## src/design/micu_pkg.sv

```systemverilog
// shared types, command codes and csr constants of the machine interrupt csr unit
// no dependencies; imported by every module of the block
`default_nettype none

package micu_pkg;

    // default size of the csr store
    localparam int CSR_COUNT_DEF = 4096;

    // field widths
    localparam int CMD_W  = 3;
    localparam int ADDR_W = 12;
    localparam int XLEN   = 32;
    localparam int IRQ_W  = 3;
    localparam int CNT_W  = 64;

    // command codes
    localparam logic [CMD_W-1:0] CMD_STEP  = 3'd0;
    localparam logic [CMD_W-1:0] CMD_RAISE = 3'd1;
    localparam logic [CMD_W-1:0] CMD_MRET  = 3'd2;
    localparam logic [CMD_W-1:0] CMD_READ  = 3'd3;
    localparam logic [CMD_W-1:0] CMD_WRITE = 3'd4;
    localparam logic [CMD_W-1:0] CMD_WAIT  = 3'd5;

    // csr addresses
    localparam logic [ADDR_W-1:0] ADDR_MSTATUS = 12'h300;
    localparam logic [ADDR_W-1:0] ADDR_MIE     = 12'h304;
    localparam logic [ADDR_W-1:0] ADDR_MTVEC   = 12'h305;
    localparam logic [ADDR_W-1:0] ADDR_MEPC    = 12'h341;
    localparam logic [ADDR_W-1:0] ADDR_MCAUSE  = 12'h342;
    localparam logic [ADDR_W-1:0] ADDR_CYCLE   = 12'hc00;
    localparam logic [ADDR_W-1:0] ADDR_CYCLEH  = 12'hc80;

    // mstatus and mie bit positions
    localparam int MSTATUS_MIE  = 3;
    localparam int MSTATUS_MPIE = 4;
    localparam int MIE_MSIE     = 3;
    localparam int MIE_MTIE     = 7;
    localparam int MIE_MEIE     = 11;

    // pending interrupt bit positions
    localparam int IRQ_SOFT  = 0;
    localparam int IRQ_TIMER = 1;
    localparam int IRQ_EXT   = 2;

    // mcause values for interrupt entry
    localparam logic [XLEN-1:0] CAUSE_SOFT  = 32'h8000_0003;
    localparam logic [XLEN-1:0] CAUSE_TIMER = 32'h8000_0007;
    localparam logic [XLEN-1:0] CAUSE_EXT   = 32'h8000_000b;

    // one accepted input word
    typedef struct packed {
        logic [CMD_W-1:0]  command;
        logic [XLEN-1:0]   pc;
        logic [IRQ_W-1:0]  irq_mask;
        logic [ADDR_W-1:0] csr_addr;
        logic [XLEN-1:0]   write_value;
    } t_cmd_word;

    // one result word
    typedef struct packed {
        logic            executes;
        logic            redirect;
        logic [XLEN-1:0] target_pc;
        logic [XLEN-1:0] read_value;
    } t_result;

    // access request to the csr memory
    typedef struct packed {
        logic              wr_en;
        logic              rd_en;
        logic [ADDR_W-1:0] addr;
        logic [XLEN-1:0]   wdata;
    } t_mem_req;

endpackage

`default_nettype wire

```

## src/design/micu_trap_core.sv

```systemverilog
// trap and csr state: machine csrs, pending bits, wait flag, retired counter and result logic
// depends on micu_pkg
`default_nettype none

module micu_trap_core #(
    parameter int CSR_COUNT = micu_pkg::CSR_COUNT_DEF
) (
    input  wire logic                  i_clk,
    input  wire logic                  i_rst_n,
    input  wire logic                  i_fire,
    input  wire micu_pkg::t_cmd_word   i_word,
    input  wire logic [micu_pkg::XLEN-1:0] i_mem_rdata,
    output micu_pkg::t_result          o_result
);
    import micu_pkg::*;

    logic [XLEN-1:0]  r_mstatus, n_mstatus;
    logic [XLEN-1:0]  r_mie, n_mie;
    logic [XLEN-1:0]  r_mtvec, n_mtvec;
    logic [XLEN-1:0]  r_mepc, n_mepc;
    logic [XLEN-1:0]  r_mcause, n_mcause;
    logic [IRQ_W-1:0] r_pending, n_pending;
    logic             r_waiting, n_waiting;
    logic [CNT_W-1:0] r_retired, n_retired;

    logic [IRQ_W-1:0] w_allowed;
    logic [IRQ_W-1:0] w_active;
    logic             w_in_range;
    t_result          w_res;

    assign w_in_range = ({1'b0, i_word.csr_addr} < (ADDR_W + 1)'(CSR_COUNT));

    // enabled and pending interrupts
    always_comb begin
        w_allowed[IRQ_SOFT]  = r_mie[MIE_MSIE];
        w_allowed[IRQ_TIMER] = r_mie[MIE_MTIE];
        w_allowed[IRQ_EXT]   = r_mie[MIE_MEIE];
        w_active = r_pending & w_allowed;
    end

    // next state and result for the word in flight
    always_comb begin
        n_mstatus = r_mstatus;
        n_mie     = r_mie;
        n_mtvec   = r_mtvec;
        n_mepc    = r_mepc;
        n_mcause  = r_mcause;
        n_pending = r_pending;
        n_waiting = r_waiting;
        n_retired = r_retired;
        w_res     = '0;

        unique case (i_word.command)
            CMD_STEP: begin
                if (!(r_waiting && r_pending == '0)) begin
                    // interrupt entry before the instruction runs
                    if (r_mstatus[MSTATUS_MIE] && w_active != '0) begin
                        n_mepc = i_word.pc;
                        priority if (w_active[IRQ_TIMER]) begin
                            n_mcause = CAUSE_TIMER;
                            n_pending[IRQ_TIMER] = 1'b0;
                        end else if (w_active[IRQ_EXT]) begin
                            n_mcause = CAUSE_EXT;
                            n_pending[IRQ_EXT] = 1'b0;
                        end else begin
                            n_mcause = CAUSE_SOFT;
                            n_pending[IRQ_SOFT] = 1'b0;
                        end
                        n_mstatus[MSTATUS_MPIE] = 1'b1;
                        n_mstatus[MSTATUS_MIE]  = 1'b0;
                        n_waiting       = 1'b0;
                        w_res.redirect  = 1'b1;
                        w_res.target_pc = r_mtvec;
                    end
                    w_res.executes = 1'b1;
                    n_retired      = r_retired + 1'b1;
                end
            end
            CMD_RAISE: begin
                n_pending = r_pending | i_word.irq_mask;
            end
            CMD_MRET: begin
                n_mstatus[MSTATUS_MIE]  = r_mstatus[MSTATUS_MPIE];
                n_mstatus[MSTATUS_MPIE] = 1'b0;
                w_res.redirect  = 1'b1;
                w_res.target_pc = r_mepc;
            end
            CMD_READ: begin
                priority if (i_word.csr_addr == ADDR_CYCLE) begin
                    w_res.read_value = r_retired[XLEN-1:0];
                end else if (i_word.csr_addr == ADDR_CYCLEH) begin
                    w_res.read_value = r_retired[CNT_W-1:XLEN];
                end else if (!w_in_range) begin
                    w_res.read_value = '0;
                end else if (i_word.csr_addr == ADDR_MSTATUS) begin
                    w_res.read_value = r_mstatus;
                end else if (i_word.csr_addr == ADDR_MIE) begin
                    w_res.read_value = r_mie;
                end else if (i_word.csr_addr == ADDR_MTVEC) begin
                    w_res.read_value = r_mtvec;
                end else if (i_word.csr_addr == ADDR_MEPC) begin
                    w_res.read_value = r_mepc;
                end else if (i_word.csr_addr == ADDR_MCAUSE) begin
                    w_res.read_value = r_mcause;
                end else begin
                    w_res.read_value = i_mem_rdata;
                end
            end
            CMD_WRITE: begin
                // the memory copy is written at accept; machine csrs live here
                unique case (i_word.csr_addr)
                    ADDR_MSTATUS: n_mstatus = i_word.write_value;
                    ADDR_MIE:     n_mie     = i_word.write_value;
                    ADDR_MTVEC:   n_mtvec   = i_word.write_value;
                    ADDR_MEPC:    n_mepc    = i_word.write_value;
                    ADDR_MCAUSE:  n_mcause  = i_word.write_value;
                    default: ;
                endcase
            end
            CMD_WAIT: begin
                n_waiting = 1'b1;
            end
            default: ;
        endcase
    end

    // state update when the word leaves this stage
    always_ff @(posedge i_clk) begin
        if (!i_rst_n) begin
            r_mstatus <= '0;
            r_mie     <= '0;
            r_mtvec   <= '0;
            r_mepc    <= '0;
            r_mcause  <= '0;
            r_pending <= '0;
            r_waiting <= 1'b0;
            r_retired <= '0;
        end else if (i_fire) begin
            r_mstatus <= n_mstatus;
            r_mie     <= n_mie;
            r_mtvec   <= n_mtvec;
            r_mepc    <= n_mepc;
            r_mcause  <= n_mcause;
            r_pending <= n_pending;
            r_waiting <= n_waiting;
            r_retired <= n_retired;
        end
    end

    assign o_result = w_res;

endmodule

`default_nettype wire

```

## config.mk

```make
export PLATFORM = sky130hd
export DESIGN_NAME = micu_trap_core
export DESIGN_NICKNAME = d
export VERILOG_FILES = /design/src/design/micu_pkg.sv /design/src/design/micu_trap_core.sv
export SDC_FILE = /design/constraint.sdc
export NUM_CORES = 1
export LEC_CHECK = 0
export ABC_AREA = 0
export BUFFER_PORTS_ARGS = -buffer_cell sky130_fd_sc_hd__buf_4
export CAP_MARGIN = 5
export CORE_MARGIN = 8
export CORE_UTILIZATION = 36
export CTS_CLUSTER_SIZE = 14
export DETAILED_ROUTE_END_ITERATION = 8
export GPL_TIMING_DRIVEN = 1
export PLACE_DENSITY = 0.65
export SLEW_MARGIN = 20
export SYNTH_ARGS = -nofsm -noshare
export SYNTH_HDL_FRONTEND = slang
export SYNTH_SLANG_ARGS = --single-unit
```

## constraint.sdc

```tcl
create_clock -name i_clk -period 3.2 [get_ports i_clk]
set_clock_uncertainty 0.2 [all_clocks]
set_input_delay 0.32 -clock i_clk [delete_from_list [all_inputs] [get_ports i_clk]]
set_output_delay 0.32 -clock i_clk [all_outputs]
set_load 0.02 [all_outputs]
```

# After elaboration in Yosys (flattened, before gate mapping)
# Cells that the tools add are included.
totals:
  regBits: 228
  ramBits: 0
  latch_bits: 0
  memories: 0
  mem_bits_ro: 0
op_classes:
  n_mux: 37
  n_div: 0
  magnitude_cmp: 0
  n_eq_ne: 21
  add_sub_neg: 1
  reduce_logical: 20
  shifts: 0
  mul: 0
  bitwise_logic: 3
ops:
  columns: ["cell", "count"]
  rows:
  - ["$mux 32", 15]
  - ["$pmux 32 s2", 2]
  - ["$pmux 33 s2", 1]
  - ["$add 64x1->64 const B", 1]
  - ["$eq 12x10->1 const B", 5]
  - ["$mux 34", 1]
  - ["$mux 33", 1]
  - ["$eq 12x12->1 const B", 2]
  - ["$reduce_and 5->1", 4]
  - ["$ne 2x2->1 const B", 9]
  - ["$reduce_and 3->1", 4]
  - ["$reduce_and 6->1", 2]
  - ["$mux 1", 8]
  - ["$eq 3x2->1 const B", 2]
  - ["$eq 3x3->1 const B", 2]
  - ["$logic_not 3->1", 2]
  - ["$mux 3", 2]
  - ["$pmux 2 s3", 1]
  - ["$pmux 3 s2", 1]
  - ["$reduce_bool 2->1", 3]
  - ["$reduce_bool 3->1", 2]
  - ["$mux 5", 1]
  - ["$mux 2", 2]
  - ["$mux 4", 1]
  - ["other kinds (7)", 8]

# Logic depth before layout (Yosys ltp)
depth:
  depth_word: 9
  depth_mapped: 9
  ltp_nobuf: 6

# Least setup slack after synthesis
# Ideal clock, no wire load.
synth_timing:
  path_kind: "input to output"
  startpoint: "in i_word[39] in the netlist's numbering"
  endpoint: "out o_result[21] in the netlist's numbering"
  cell_stages: 8
  arrival_time_ps: 2416
  setup_slack_ps: 264
  cell_sequence: "buf_6 -> or4_4 -> buf_6 -> or4_4 -> buf_6 -> mux2_4 -> o221ai_1 -> a21oi_1"
synth_lines:
  columns: ["element", "line", "text"]
  rows:
  - ["start, declared", "micu_trap_core.sv:11", "input wire micu_pkg::t_cmd_word i_word,"]
  - ["end, declared", "micu_trap_core.sv:13", "output micu_pkg::t_result o_result"]

==> impl_metrics.ini <==
[run_status]
status = finished clean

[placement]
place_inst = 2118
place_congestion = 0.876
dp_worst_setup_slack_ns = 0.0155
numPortBuffers = 182
dp_hpwl_um = 33600

[global_routing]
grt_max_degree = 94
grt_pass1_vias = 13000
grt_use_total_pct = 22.5
grt.overflow.total = 0
grt_first_pass_wirelength_um = 74600
antenna_found_initial = 6

[logic_synthesis]
synthArstFlopShare_pct = 0
synth_edf_count = 0
synth_area_mm2 = 0.0126
syn_nets = 1667
synth_cell_types = 63
synth.top_cell.area_share_pct = 36.2
yosys_warnings = 0
netlist_instances = 1549
yosys_most_used_dff = dfxtp_1
ys_seq_area_share_pct = 36.2
ys_top_cells_by_area = dfxtp_1 (36%), nand2_1 (8.5%), a21oi_1 (8.1%), mux2i_1 (7.4%), mux2_4 (3.6%)
synth_seq_cells = 228
yosysMostFrequentCell = nand2_1
yosys.area.top_type = dfxtp_1
yosys-top-cells-count = nand2_1 (287), dfxtp_1 (228), a21oi_1 (205)
syn_area_per_cell_um2 = 8.13

[worst_setup_path]
r2r_end = r_retired[46]$_SDFFE_PN0P_
path_class = primary input to output port
worstPathRequired_ns = 2.68
crit_fanout = 10
end_kind = output port
path_buf_inv = 3
path_cells = buf_4, or4b_2, or4_4, buf_6, mux2_4, o221ai_1, a21oi_1, buf_4
r2r-start = r_pending[1]$_SDFFE_PN0P_
cp-start-kind = primary input
cpMaxStageDelayCell = or4b_2
cpMostUsedCell = buf_4
crit_arrival_ns = 2.63
rr_worst_depth = 6
max_stage_delay_ns = 0.68
cp_top_family = simple AND/OR/NAND/NOR gates
rrSetupSlack_ns = 0.65

[route]
drt_iter0_drc = 1309
drtAntennaViolNets = 0
dr.pass1.iters = 5
wirelength_um = 48700
routed-via-count = 13300
route.detailed.drc = 0
wl_per_cell_um = 21.8
vias_per_cell = 5.93

[timing]
setup_tns_ns = 0
finalSetupViolCount = 0
hold_viol = 0
finalWorstSetupSlack_ns = 0.0454
tightestPinTransition_ns = 0.828
drv_slew = 0
finalCritPeriodShare_pct = 98.6
whs_ns = 0.0241
slew_headroom_pct = 44.8
fin_crit_ns = 3.15
clock.fmax_ghz = 0.317
rsz0062_at_grt = false

[clock_tree]
clk_latency_ns = 0.53
path_clk_slew_ns = 0.06
cts_tree = yes
clock_path_buffers = 3
cts.sinks = 228
cts-buffers-inserted = 25
h-tree-depth = 1
cts-root-buf = clkbuf_16
postCtsSetupBuffers = 0

[hold_path]
hold_class = primary input to flip-flop
holdPathEnd = r_mepc[3]$_SDFFE_PN0P_
min-delay-start = i_word[50]
whs_path_depth = 3

[die]
rows = 68
core_mm2 = 0.0345
start_util_pct = 36.5
die_h_um = 203
dieArea_mm2 = 0.0412
ios = 183
dieWidth_um = 203

[final_layout]
fill_cells = 3396
syn_to_final_growth_pct = 28.7
final_nets = 1877
layout-drive-gt1-share_pct = 21.4
regArea_mm2 = 0.00456
layout.cells.non_filler = 2237
multi_input_area_mm2 = 0.00744

[power]
power_density_mw_per_mm2 = 397
p_leak_nw = 5.62
irDropWorstVdd_uv = 343
total_power_mw = 6.43

[job]
cap_violations = 0
[layout make-up]
cell class / count / share of cell area [%]
diodes: 4 / 0.0617
clock buffers: 33 / 4.54
clock inverters: 13 / 0.764
inverters: 18 / 0.447
multi-input cells: 1167 / 45.9
flip-flops and latches: 228 / 28.1
well taps: 455 / 3.51
repair buffers: 319 / 16.6
[flip-flops by register name, indices dropped and copies added (netlist names)]
name / count
r_mstatus: 32
r_retired: 64
r_mie: 32
r_mtvec: 32
r_mcause: 32
r_waiting: 1
r_pending: 3
r_mepc: 32
[through the flow]
stage	instance area [µm²]	utilization, %
4_1_cts	16200	46.9
6_report	16200	47.0
3_5_place_dp	14600	42.4
2_1_floorplan	12600	-
3_3_place_gp	14600	42.4
5_1_grt	16200	47.0
[power breakdown]
part	switching, mW	internal (mW)
Combinational	0.300	0.269
Clock	1.24	1.78
Sequential	0.00309	2.84
[routing by layer]
layer  vias up  part of all wire [%]  GRT usage (%)
met5         -                 0.027              0
met4         2                   4.4           9.97
met3       132                   8.3           4.11
met2       608                    45           35.2
met1      6353                    43           29.8
li1       6161                     -              -
[cell families (layout without fill, tap and decap cells)]
family                     Yosys count  count (layout)  synth area share (%)
AOI/OAI and AO/OA                  410             410                  21.2
xor gates and xnor gates            20              20                  1.39
adders and majority gates            1               1                0.0993
buffers and inverters              154             383                  5.08
DFF                                228             228                  36.2
muxes                              148             148                  13.2
other                                0               4                     0
and+or+nand+nor                    588             588                  22.8
[cell usage in the layout (no fill, tap or decap), drive strengths merged, types with 3 or more instances in the layout]
master,synthesis,final
clkbuf,111,33
mux2i,93,93
o21ai,20,20
mux2,55,55
o211ai,6,6
or2,5,5
or4b,3,3
a21oi,205,205
a311oi,3,3
xor2,15,15
a22o,32,32
nand2b,3,3
nor2,45,45
xnor2,5,5
nor4,14,14
and4,5,5
o221ai,30,30
buf,25,250
dfxtp,228,228
diode,0,4
dlygate4sd3,0,69
or4,54,54
nand4,28,28
nand3,89,89
or3,20,20
a221oi,31,31
inv,17,19
clkinv,1,8
and2,7,7
nor3b,3,3
o31ai,27,27
a211oi,33,33
o221a,3,3
nand2,287,287
nor2b,4,4
nor3,11,11
and3,5,5
[worst max path at each step]
stage                     from           end  slack [ns]  cells after the start
floorplan           i_word[39]  o_result[21]        0.26                      8
global placement    i_word[32]  o_result[19]        0.07                      8
detailed placement  i_word[32]  o_result[11]        0.02                      8
CTS                 i_word[32]  o_result[11]        0.01                      8
global route        i_word[32]  o_result[11]        0.01                      8
finish              i_word[32]  o_result[11]        0.05                      8
[timing repair]
item	in CTS	in global routing
gates resized for setup	0	6
endpoints found under the setup margin	0	35
hold buffers	69	0
endpoints found under the hold margin	162	0
[worst register-to-register path, cell delays in order, from the launching register on]
cell	delay [ns]
dfxtp_1	0.45
nor4b_2	0.10
nor3b_1	0.48
nand3_1	0.31
buf_4	0.28
or4_1	0.51
a21oi_1	0.15
(Power assumes the default switching activity.)
